**src/sv/sdws_pkg.sv**
```systemverilog
`timescale 1ns / 1ps
// ----------------------------------------------------------------------------
// Smoothed duty waveform sampler: shared definitions
// Widths, register indexes, the fixed window table and the sequencer types.
// ----------------------------------------------------------------------------
package sdws_pkg;

  // Period and window geometry; the window table below belongs to this period
  localparam int PERIOD_SAMPLES = 100;
  localparam int HALF_W         = PERIOD_SAMPLES / 10;
  localparam int TAP_LAST       = 2 * HALF_W;
  localparam int POS_W          = $clog2(PERIOD_SAMPLES + 1);
  localparam int TAP_W          = $clog2(HALF_W + 1);
  localparam int CNT_W          = $clog2(TAP_LAST + 1);

  // Field and register widths
  localparam int INDEX_W   = 7;
  localparam int OUT_W     = 16;
  localparam int AMP_W     = 16;
  localparam int DUTY_W    = 17;
  localparam int PHASE_W   = 16;
  localparam int DATA_W    = 17;
  localparam int REG_IDX_W = 2;
  localparam int FRAC_BITS = 16;

  // Arithmetic
  localparam int WEIGHT_W   = 16;
  localparam int WEIGHT_SUM = 32769;
  localparam int ACC_W      = 17;
  localparam int PROD_W     = AMP_W + ACC_W;
  localparam int Q_SHIFT    = 15;
  localparam int ROUND_HALF = 1 << (Q_SHIFT - 1);
  localparam int SAT_MAX    = 32767;
  localparam int SAT_NEG    = 32768;

  // Reset values of the configuration registers
  localparam logic signed [AMP_W-1:0] AMP_RESET   = 16'sd4096;
  localparam logic [DUTY_W-1:0]       DUTY_RESET  = 17'd32768;
  localparam logic [PHASE_W-1:0]      PHASE_RESET = 16'd0;

  // Register indexes
  localparam logic [REG_IDX_W-1:0] REG_AMPLITUDE = 2'd0;
  localparam logic [REG_IDX_W-1:0] REG_DUTY      = 2'd1;
  localparam logic [REG_IDX_W-1:0] REG_PHASE     = 2'd2;

  typedef enum logic [2:0] {
    ST_IDLE,
    ST_SETUP,
    ST_TAP,
    ST_MUL,
    ST_RND
  } state_t;

  typedef struct packed {
    logic             clear;
    logic             step;
    logic             high;
    logic [TAP_W-1:0] tap;
  } acc_ctl_t;

  // Normalised Gaussian window, Q0.15, taps 0..HALF_W (symmetric)
  function automatic logic [WEIGHT_W-1:0] window_weight(input logic [TAP_W-1:0] tap);
    logic [WEIGHT_W-1:0] w;
    case (tap)
      4'd0:    w = 16'd4359;
      4'd1:    w = 16'd4124;
      4'd2:    w = 16'd3491;
      4'd3:    w = 16'd2644;
      4'd4:    w = 16'd1792;
      4'd5:    w = 16'd1087;
      4'd6:    w = 16'd590;
      4'd7:    w = 16'd287;
      4'd8:    w = 16'd125;
      4'd9:    w = 16'd48;
      4'd10:   w = 16'd17;
      default: w = 16'd0;
    endcase
    return w;
  endfunction

endpackage

```
**src/sv/sdws_accum.sv**
```systemverilog
`timescale 1ns / 1ps
// ----------------------------------------------------------------------------
// Window accumulator
// Shared add/subtract unit: one window tap per cycle, weight from the ROM.
// ----------------------------------------------------------------------------
module sdws_accum (
  input  logic                               clk,
  input  sdws_pkg::acc_ctl_t                 ctl,
  output logic signed [sdws_pkg::ACC_W-1:0]  acc
);
  import sdws_pkg::*;

  logic signed [ACC_W-1:0] weight;
  logic signed [ACC_W-1:0] acc_next;

  assign weight = signed'(ACC_W'(window_weight(ctl.tap)));

  always_comb begin
    acc_next = acc;
    if (ctl.clear) begin
      acc_next = '0;
    end else if (ctl.step) begin
      // add the weight where the square wave is high, subtract where low
      acc_next = ctl.high ? acc + weight : acc - weight;
    end
  end

  always_ff @(posedge clk) begin
    acc <= acc_next;
  end

endmodule

```
**src/sv/sdws_scale.sv**
```systemverilog
`timescale 1ns / 1ps
// ----------------------------------------------------------------------------
// Amplitude scaler
// Registered amplitude product, then round half away from zero and saturate.
// ----------------------------------------------------------------------------
module sdws_scale (
  input  logic                               clk,
  input  logic                               load,
  input  logic signed [sdws_pkg::AMP_W-1:0]  amp,
  input  logic signed [sdws_pkg::ACC_W-1:0]  acc,
  output logic signed [sdws_pkg::OUT_W-1:0]  rounded
);
  import sdws_pkg::*;

  logic signed [PROD_W-1:0] prod;
  logic        [PROD_W-1:0] mag;
  logic        [PROD_W-1:0] q;

  always_ff @(posedge clk) begin
    if (load) begin
      prod <= PROD_W'(amp) * PROD_W'(acc);
    end
  end

  always_comb begin
    mag = prod[PROD_W-1] ? unsigned'(-prod) : unsigned'(prod);
    q   = (mag + PROD_W'(ROUND_HALF)) >> Q_SHIFT;
    if (prod[PROD_W-1]) begin
      if (q >= PROD_W'(SAT_NEG)) begin
        rounded = signed'(OUT_W'(SAT_NEG));
      end else begin
        rounded = signed'(OUT_W'(-q));
      end
    end else begin
      if (q > PROD_W'(SAT_MAX)) begin
        rounded = signed'(OUT_W'(SAT_MAX));
      end else begin
        rounded = signed'(OUT_W'(q));
      end
    end
  end

endmodule

```
**src/sv/smoothed_duty_waveform_sampler_top.sv**
```systemverilog
`timescale 1ns / 1ps
// ----------------------------------------------------------------------------
// Smoothed duty waveform sampler
// Square wave of set duty, smoothed by a fixed Gaussian window, phased and
// scaled by amplitude; one smoothed sample returned per requested index.
// ----------------------------------------------------------------------------
// Each index beat runs through a setup step, an accumulate step per window tap
// (through a single shared adder), a multiply step and a round step that
// writes the output register. index_stall is high from the setup step through
// the round step, so no new index is taken before the last one is done. A result
// waiting in the output register does not block a new index; only the round step
// waits for the slot to free. The window is fixed for a period of 100 samples.
// Configuration writes take effect at once and belong between items.
module smoothed_duty_waveform_sampler_top (
  input  logic                                  clk,
  input  logic                                  rst,
  input  logic                                  wr_en,
  input  logic [sdws_pkg::REG_IDX_W-1:0]        wr_index,
  input  logic [sdws_pkg::DATA_W-1:0]           wr_data,
  input  logic                                  index_valid,
  output logic                                  index_stall,
  input  logic [sdws_pkg::INDEX_W-1:0]          sample_index,
  output logic                                  value_valid,
  input  logic                                  value_stall,
  output logic signed [sdws_pkg::OUT_W-1:0]     sample_value
);
  import sdws_pkg::*;

  localparam int UP_W = DUTY_W + POS_W;
  localparam int ST_W = PHASE_W + POS_W;

  logic signed [AMP_W-1:0] amplitude;
  logic [DUTY_W-1:0]       duty_fraction;
  logic [PHASE_W-1:0]      phase_fraction;

  state_t state, state_next;

  logic [INDEX_W-1:0] idx_q;
  logic [POS_W-1:0]   tap_pos, tap_pos_next;
  logic [CNT_W-1:0]   tap_cnt;
  logic [TAP_W-1:0]   tap_w;

  logic [UP_W-1:0]    up_prod;
  logic [POS_W:0]     up_raw;
  logic [POS_W-1:0]   up;
  logic [ST_W-1:0]    start_prod;
  logic [POS_W-1:0]   start;
  logic [POS_W-1:0]   j_pos;
  logic [POS_W:0]     pos_sum;
  logic [POS_W-1:0]   pos;
  logic [POS_W:0]     first_sum;
  logic [POS_W-1:0]   first_pos;

  acc_ctl_t                ctl;
  logic signed [ACC_W-1:0] acc;
  logic signed [OUT_W-1:0] rounded;
  logic                    load_prod;
  logic                    load_out;

  // configuration registers
  always_ff @(posedge clk) begin
    if (rst) begin
      amplitude      <= AMP_RESET;
      duty_fraction  <= DUTY_RESET;
      phase_fraction <= PHASE_RESET;
    end else if (wr_en) begin
      case (wr_index)
        REG_AMPLITUDE: amplitude      <= signed'(wr_data[AMP_W-1:0]);
        REG_DUTY:      duty_fraction  <= wr_data[DUTY_W-1:0];
        REG_PHASE:     phase_fraction <= wr_data[PHASE_W-1:0];
        default:       ;
      endcase
    end
  end

  // high length and rotation of the period
  always_comb begin
    up_prod    = UP_W'(duty_fraction) * UP_W'(PERIOD_SAMPLES);
    up_raw     = up_prod[UP_W-1:FRAC_BITS];
    // duty above one: hold the wave high over the whole period
    up         = (up_raw > (POS_W+1)'(PERIOD_SAMPLES)) ? POS_W'(PERIOD_SAMPLES)
                                                      : up_raw[POS_W-1:0];
    start_prod = ST_W'(phase_fraction) * ST_W'(PERIOD_SAMPLES);
    start      = start_prod[ST_W-1:FRAC_BITS];
  end

  // position of the first tap: index wrapped, rotated, minus the half-width
  always_comb begin
    j_pos     = (idx_q >= INDEX_W'(PERIOD_SAMPLES)) ? POS_W'(idx_q - INDEX_W'(PERIOD_SAMPLES))
                                                    : POS_W'(idx_q);
    pos_sum   = (POS_W+1)'(j_pos) + (POS_W+1)'(start);
    pos       = (pos_sum >= (POS_W+1)'(PERIOD_SAMPLES))
                ? POS_W'(pos_sum - (POS_W+1)'(PERIOD_SAMPLES)) : POS_W'(pos_sum);
    first_sum = (POS_W+1)'(pos) + (POS_W+1)'(PERIOD_SAMPLES - HALF_W);
    first_pos = (first_sum >= (POS_W+1)'(PERIOD_SAMPLES))
                ? POS_W'(first_sum - (POS_W+1)'(PERIOD_SAMPLES)) : POS_W'(first_sum);
  end

  always_comb begin
    tap_pos_next = (tap_pos == POS_W'(PERIOD_SAMPLES - 1)) ? '0 : tap_pos + 1'b1;
    tap_w        = (tap_cnt < CNT_W'(HALF_W)) ? TAP_W'(CNT_W'(HALF_W) - tap_cnt)
                                              : TAP_W'(tap_cnt - CNT_W'(HALF_W));
  end

  always_ff @(posedge clk) begin
    if (rst) begin
      state <= ST_IDLE;
    end else begin
      state <= state_next;
    end
  end

  always_comb begin
    state_next = state;
    ctl        = '0;
    load_prod  = 1'b0;
    load_out   = 1'b0;
    case (state)
      ST_IDLE: begin
        if (index_valid) state_next = ST_SETUP;
      end
      ST_SETUP: begin
        ctl.clear  = 1'b1;
        state_next = ST_TAP;
      end
      ST_TAP: begin
        ctl.step = 1'b1;
        ctl.high = (tap_pos < up);
        ctl.tap  = tap_w;
        if (tap_cnt == CNT_W'(TAP_LAST)) state_next = ST_MUL;
      end
      ST_MUL: begin
        load_prod  = 1'b1;
        state_next = ST_RND;
      end
      ST_RND: begin
        // hold until the output slot is free
        if (!value_valid || !value_stall) begin
          load_out   = 1'b1;
          state_next = ST_IDLE;
        end
      end
      default: state_next = ST_IDLE;
    endcase
  end

  assign index_stall = (state != ST_IDLE);

  always_ff @(posedge clk) begin
    if (state == ST_IDLE && index_valid) begin
      idx_q <= sample_index;
    end
    if (state == ST_SETUP) begin
      tap_pos <= first_pos;
      tap_cnt <= '0;
    end else if (state == ST_TAP) begin
      tap_pos <= tap_pos_next;
      tap_cnt <= tap_cnt + 1'b1;
    end
  end

  sdws_accum u_accum (
    .clk (clk),
    .ctl (ctl),
    .acc (acc)
  );

  sdws_scale u_scale (
    .clk     (clk),
    .load    (load_prod),
    .amp     (amplitude),
    .acc     (acc),
    .rounded (rounded)
  );

  // output register
  always_ff @(posedge clk) begin
    if (rst) begin
      value_valid <= 1'b0;
    end else if (load_out) begin
      value_valid <= 1'b1;
    end else if (!value_stall) begin
      value_valid <= 1'b0;
    end
  end

  always_ff @(posedge clk) begin
    if (load_out) begin
      sample_value <= rounded;
    end
  end

  a_busy_after_accept: assert property (@(posedge clk) disable iff (rst)
    index_valid && !index_stall |=> index_stall)
    else $error("index accepted while block stays ready");

  a_acc_bounded: assert property (@(posedge clk) disable iff (rst)
    state == ST_MUL |-> (acc <= WEIGHT_SUM) && (acc >= -WEIGHT_SUM))
    else $error("window sum out of range");

  a_load_from_round: assert property (@(posedge clk) disable iff (rst)
    $rose(value_valid) |-> $past(state == ST_RND))
    else $error("result beat raised outside the round step");

  a_no_overwrite: assert property (@(posedge clk) disable iff (rst)
    value_valid && value_stall |-> !load_out)
    else $error("waiting result overwritten");

endmodule

```
**config.mk**
```make
export PLATFORM = sky130hd
export DESIGN_NAME = smoothed_duty_waveform_sampler_top
export DESIGN_NICKNAME = d
export VERILOG_FILES = /design/src/sv/sdws_pkg.sv /design/src/sv/sdws_accum.sv /design/src/sv/sdws_scale.sv /design/src/sv/smoothed_duty_waveform_sampler_top.sv
export SDC_FILE = /design/constraint.sdc
export NUM_CORES = 1
export LEC_CHECK = 0
export BUFFER_PORTS_ARGS = -buffer_cell sky130_fd_sc_hd__buf_2
export CORE_ASPECT_RATIO = 1.5
export CORE_MARGIN = 4
export CORE_UTILIZATION = 30
export DETAILED_ROUTE_END_ITERATION = 12
export MAX_ROUTING_LAYER = met4
export PLACE_DENSITY = 0.44
export SLEW_MARGIN = 20
export SYNTH_ARGS = -nofsm -noshare
export SYNTH_HDL_FRONTEND = slang
export SYNTH_SLANG_ARGS = --single-unit
export TNS_END_PERCENT = 20
```
**constraint.sdc**
```tcl
create_clock -name clk -period 7.26 [get_ports clk]
set_input_delay 1.452 -clock clk [delete_from_list [all_inputs] [get_ports clk]]
set_output_delay 1.452 -clock clk [all_outputs]
set_load 0.05 [all_outputs]
```
Yosys cells after proc, flatten, opt, wreduce, memory -nomap -nowiden --
Memory sizes are Yosys's and may differ from the RTL's. Cells that the tools add are included.
Cells by class: add/sub/neg operators 14, multipliers 3, div/mod/pow operators 0, magnitude comparators 8, equality and inequality tests 12, shift-type cells 0, mux-type cells 24, bitwise gates (word level) 0, reduce and logical (&&, ||, !) cells 12
Operators with widths (count):
- $mux 7 | 7
- $mux 16 | 3
- $add 33x15->33 const B | 1
- $mul 16x17->33 | 1
- $mux 33 | 1
- $neg 33->33 | 1
- $mul 17x5->22 const B | 1
- $mul 16x5->21 const B | 1
- $sub 7x7->7 const B | 3
- $ge 18x16->1 const B | 1
- $gt 18x15->1 const B | 1
- $add 17x17->17 | 1
- $mux 17 | 1
- $sub 17x17->17 | 1
- $ge 8x7->1 const B | 2
- $neg 16->16 | 1
- $pmux 3 s5 | 1
- $mux 3 | 3
- $add 7x7->8 | 1
- $add 7x7->8 const B | 1
- $gt 8x7->1 const B | 1
- $add 7x1->7 const B | 1
- $eq 7x7->1 const B | 1
- $ge 7x7->1 const B | 1
- 25 further kinds | 36
Storage, ports and cells: flip-flop bits (word level) 138, latch bits 0, bits in writable memories 0, memory bits (read-only) 208, input port bits 31, output and inout bits 18, logic and storage cells 85, memories 1
Memory list:
- (name not given) | words 16, bits a word 13, read ports 1, clocked after Yosys merged registers in 0, write ports 0, RTL line sdws_pkg.sv:64 | case (tap)

Logic depth before layout (Yosys ltp) --
depth in word-level cells 9, depth in mapped cells 40, gate-level depth less buffers 38

Cells and area by module --
A second synthesis with hierarchy kept.
Second synthesis, totals: cells, all modules 2588, area total of the unflattened synthesis 22470.3 um2
Modules (own cells, without submodules):
- sdws_scale | times used 1, cells each 1498, area each 13241.4 um2, seq. area each 991.0 um2
- smoothed_duty_waveform_sampler_top | times used 1, cells each 833, area each 7226.9 um2, seq. area each 2062.0 um2
- sdws_accum | times used 1, cells each 257, area each 2001.9 um2, seq. area each 340.3 um2

Least setup slack after synthesis --
No wires, ideal clock.
kind reg-to-reg, from register duty_fraction[6], to register u_accum.acc[16] (netlist bit), library setup time 71 ps, arrival time 7799 ps, data required time 7189 ps, slack -609 ps, cell stages (with the launch flop) 38, path buffers 1, clock period less this slack 7869 ps, cell sequence dfxtp_1 -> ha_1 -> ha_1 -> inv_1 -> fa_1 -> inv_1 -> ha_1 -> a21oi_1 -> o21ai_1 -> o31ai_2 -> a211oi_2 -> o211a_1 -> a2111oi_2 -> a211oi_1 -> o21a_1 -> nor2_1 -> nand3_1 -> ha_1 -> [2 not listed] -> nand3_1 -> o41ai_4 -> buf_2 -> nor2_1 -> xnor2_1 -> ha_1 -> nor2b_1 -> o21ai_0 -> a21boi_0 -> o211ai_1 -> a21oi_1 -> o31ai_1 -> o21ai_0 -> a21o_1 -> a21oi_1 -> nor3_2 -> or4_1 -> a21oi_1
Between the ends: longest elaborated chain between the ends 6
Ends and longest elaborated chain:
- start: declaration | RTL line smoothed_duty_waveform_sampler_top.sv:33 | logic [DUTY_W-1:0] duty_fraction;
- start signal: assignment | RTL line smoothed_duty_waveform_sampler_top.sv:69 | REG_DUTY: duty_fraction <= wr_data[DUTY_W-1:0];
- $mul 17x5->22 (*) | RTL line smoothed_duty_waveform_sampler_top.sv:78 | up_prod = UP_W'(duty_fraction) * UP_W'(PERIOD_SAMPLES);
- $gt 8x7->1 | RTL line smoothed_duty_waveform_sampler_top.sv:81 | up = (up_raw > (POS_W+1)'(PERIOD_SAMPLES)) ? POS_W'(PERIOD_SAMPLES)
- $mux 7 (*) | RTL line smoothed_duty_waveform_sampler_top.sv:81
- $lt 7x7->1 (*) | RTL line smoothed_duty_waveform_sampler_top.sv:128 | ctl.high = (tap_pos < up);
- $mux 6 (*) | RTL line smoothed_duty_waveform_sampler_top.sv:118 | case (state)
- $mux 17 (*) | RTL line sdws_accum.sv:24 | acc_next = ctl.high ? acc + weight : acc - weight;
- end signal: assignment | RTL line sdws_accum.sv:29 | acc <= acc_next;
- end: declaration | RTL line sdws_accum.sv:9 | output logic signed [sdws_pkg::ACC_W-1:0] acc
Every way passes the cells marked *; elsewhere a longest branch is shown, timed or not. A chain may end at the register's enable or synchronous reset.

Worst setup path after layout --
from register duty_fraction[8], to register u_accum.acc[15] (netlist bit)
Same word-level chain as after synthesis.

==> results.txt <==
The run finished, with violations left. The checks that failed: negative setup slack. Once the floorplan was initialized, standard cells occupied 30.2% of the core. The fraction of final layout cells sized beyond drive strength 1 works out to 14.5%.

The detail route stage leaves a number of antenna-violating nets equal to 0. The net count of the finished layout is 3138. For the residual overflow from global routing, the log shows 0. The logs give 18400 for the via count of the first global-routing pass and 120 for the number of placement rows. Input and output buffers added on the ports amount to 48. Initial antenna violation count: 0.

In the routed layout, each cell is associated on average with a via count of 4.77. The static leakage came out at 12.1 nW. The cell sitting at the root of the clock tree is a clkbuf_16. Count of routing violations after the opening detailed-route iteration: 503. For the pin with the worst max-slew slack, the measured transition is 923 ps. The critical path in this run is classified as flop to flop.

The run gives 0.133 GHz as the highest clock frequency the design can meet. Relative to the synthesized area, the layout overhead comes to 16.3%. The async set-or-reset flop fraction in the synthesized netlist works out to 0%. Across the routed clock network, the largest skew measured is 20.1 ps.

The run gives 21500 um^2 as the post-synthesis cell area. TritonCTS built the clock tree. Across every metal layer, demand over resource in global routing totals 16.2%.

The max-capacitance violation count is 0. The min-delay analysis places its worst path in the category flop to flop. The logs give 35.1% for the final standard cell utilization of the core and -511 ps for the worst slack at placement.

The hold violation count in the final report came out at 0. After detailed routing, the total wire length is 57600 um. Of the synthesized area, sequential elements account for 15.7%.

For this run, the slowest stage of the critical path takes 500 ps. Dividing the detail-routed wire length by the instance count gives 16.5 um. Critical path data required time: 7610 ps. The largest driver fanout on the critical path works out to 4.

Yosys printed 0 warnings. The cell count after synthesis was 2416; the remaining max-slew budget at the tightest pin was 38.5%. At the later pin of the worst-skew pair, clock insertion delay measures 490 ps. Number of endpoints failing setup at the final stage: 5.

The worst setup path is captured at a flop. The number of nets handed over by synthesis was 2989. The synthesized design contains 138 register bits. Clock-pin slew was measured on the worst setup and hold paths at 70 ps.

The worst-case IR drop observed on VDD is 183 uV. After synthesis, the mean cell area works out to 8.92 um^2. Counting the buffers created by CTS gives 17.

The first detailed-routing pass ran for 5 iterations. For the arrival time reported for the critical path endpoint, the log shows 7850 ps. The HPWL after detailed placement is 48000 um. The portion of the clock cycle consumed by the worst path in the final layout came out at 103%. In the synthesized netlist the dominant register cell turns out to be dfxtp_1.

The design draws 5.08 mW. Startpoint type of the worst setup path: a flop. The post-route minimum period was 7500 ps; the number of clock sinks was 138. The critical path contains buffers and inverters numbering 5 combined. The multi-input gate area in the final layout was 16700 um^2.

The largest delay contributor family on the critical path is compound AO/OA/AOI/OAI gates. CTS built an H-tree with a depth of 4. Entering global routing, the biggest net connects 54 pins.

The standard cell with the maximum stage delay on the critical path was fa_1. The chip width is 227 um. The post-route worst setup slack was -238 ps; the total power divided by cell area was 203 nW/um^2. In this run the deepest clock path goes through 2 buffers. I/O pin total: 49. The tools report the vias after detailed routing as 16700. In this design, the critical path's most frequently occurring cell is a21o_1.

For the number of max-slew violations in the final report, the log shows 0. The tools report the number of filler instances in the final layout as 7393. Number of DRC violations after detailed routing: 0. In this run, synthesis inferred 63 flip-flops with an integrated enable. Area of the die: 76300 um^2. Counting distinct cell types in the post-synthesis netlist gives 84.

0 antenna diodes ended up in the layout. Summing all flip-flop and latch instances after layout gives 3430 um^2. Setup repair after global routing could not meet its margin everywhere. The run gives 71300 um^2 as the area of the placeable core. From bottom edge to top edge, the die measures 336 um. The congestion estimate from routability-driven global placement came to 0.850. The first-pass GRT wire length came out at 95100 um. The worst hold slack is 482 ps.
==> cells in the final DEF, fill, tap and decap left out, types with 18 or more instances in the layout <==
cell and n:
a21o_1 29, a21oi_1 116, and2_1 116, buf_2 48, buf_4 163, dfxtp_1 62
edfxtp_1 63, fa_1 298, ha_1 222, ha_4 18, inv_1 420, nand2_1 318
nand2b_1 29, nand3_1 32, nor2_1 88, nor3_1 25, o21ai_0 56, xnor2_1 85
xor2_1 27
==> tightest hold or removal path: stages (launching register included) <==
cell and delay (ps):
dfxtp_2 340, nand2_1 50, a21oi_1 50
==> where the power goes <==
part / leakage (nW) / internal [mW] / switching (mW) / total, mW
Combinational: 10.6 / 1.40 / 1.68 / 3.09
Clock: 0.297 / 0.491 / 0.437 / 0.928
Sequential: 1.20 / 0.938 / 0.127 / 1.06
Total: 12.1 / 2.83 / 2.25 / 5.08
==> metal layers <==
metal | GRT usage, % | part of all wire, %
met1 | 17.1 | 39
met2 | 30.8 | 56
met3 | 2.40 | 2.5
met4 | 5.11 | 2.9
met5 | - | 0
==> path summary, 6_finish.rpt <==
kind | startpoint | endpoint | slack, ps | cells after the start
worst min register to register | duty_fraction[3] | duty_fraction[3] | 480 | 2
worst max-delay path | duty_fraction[8] | u_accum.acc[15] | -240 | 39
worst min-delay path | duty_fraction[3] | duty_fraction[3] | 480 | 2
worst max register to register | duty_fraction[8] | u_accum.acc[15] | -240 | 39
==> state kept, by name, indices dropped and copies added (netlist names) <==
register,cells
amplitude,16
duty_fraction,17
idx_q,7
phase_fraction,16
sample_value,16
state,3
tap_cnt,5
tap_pos,7
u_accum.acc,17
u_scale.prod,33
value_valid,1
==> per-stage QoR <==
| stage | setup TNS [ps] | area [um^2] | instances |
|---|---|---|---|
| 3_5_place_dp | -1450 | 23800 | 3432 |
| 4_1_cts | -790 | 24600 | 3483 |
| 2_1_floorplan | -133 | 21700 | 2416 |
| 5_1_grt | -5310 | 25100 | 3493 |
| 6_report | -986 | 25100 | 3493 |
| 3_3_place_gp | -789 | 23800 | 3432 |
==> timing repair <==
item                       in CTS  in global routing
resized for setup              27                 58
buffers inserted               19                  9
setup endpoints to repair       8                 18
pin swaps                      32                 43
hold buffers                    0                  0
==> cell type report <==
type	instances	area share, %
Multi-Input combinational cell	1764	66.7
Tap cell	915	4.57
Sequential cell	138	13.7
Timing Repair Buffer	218	6.26
Inverter	426	6.38
Clock inverter	15	0.684
Clock buffer	17	1.70
==> kinds of logic (layout without fill, tap and decap cells) <==
logic type / count (synthesis) / count (layout) / synth area share (%)
and+or+nand+nor: 725 / 725 / 16.3
adders and majority gates: 542 / 542 / 41.9
buffers and inverters: 514 / 676 / 9.07
AOI/OAI and AO/OA: 370 / 370 / 11.7
DFF: 138 / 138 / 15.7
xor gates and xnor gates: 116 / 116 / 4.75
muxes: 11 / 11 / 0.534
==> Yosys cell counts (all sizes together) (7+ instances only) <==
| cell | n | area [um^2] |
|---|---|---|
| a21oi | 126 | 631 |
| nor4 | 13 | 96.3 |
| a22oi | 8 | 60.1 |
| buf | 9 | 57.6 |
| dfxtp | 75 | 1500 |
| nor2 | 91 | 342 |
| nand4 | 15 | 93.8 |
| or2 | 7 | 43.8 |
| o31ai | 12 | 105 |
| a211oi | 12 | 105 |
| fa | 299 | 5990 |
| nand2b | 30 | 188 |
| ha | 243 | 3040 |
| inv | 425 | 1600 |
| clkbuf | 79 | 297 |
| xor2 | 29 | 262 |
| nand3 | 35 | 180 |
| nand2 | 318 | 1190 |
| a2111oi | 7 | 92.6 |
| and3 | 14 | 87.6 |
| o21a | 18 | 135 |
| xnor2 | 87 | 762 |
| o21ai | 67 | 343 |
| or3 | 12 | 75.1 |
| edfxtp | 63 | 1890 |
| nor3 | 27 | 145 |
| a21o | 29 | 218 |
| and2 | 117 | 732 |
| mux2i | 7 | 70.1 |
| o21bai | 9 | 71.3 |
| nor2b | 17 | 106 |
| a31oi | 12 | 81.3 |
Note: power is estimated with default switching activity, not from simulation.
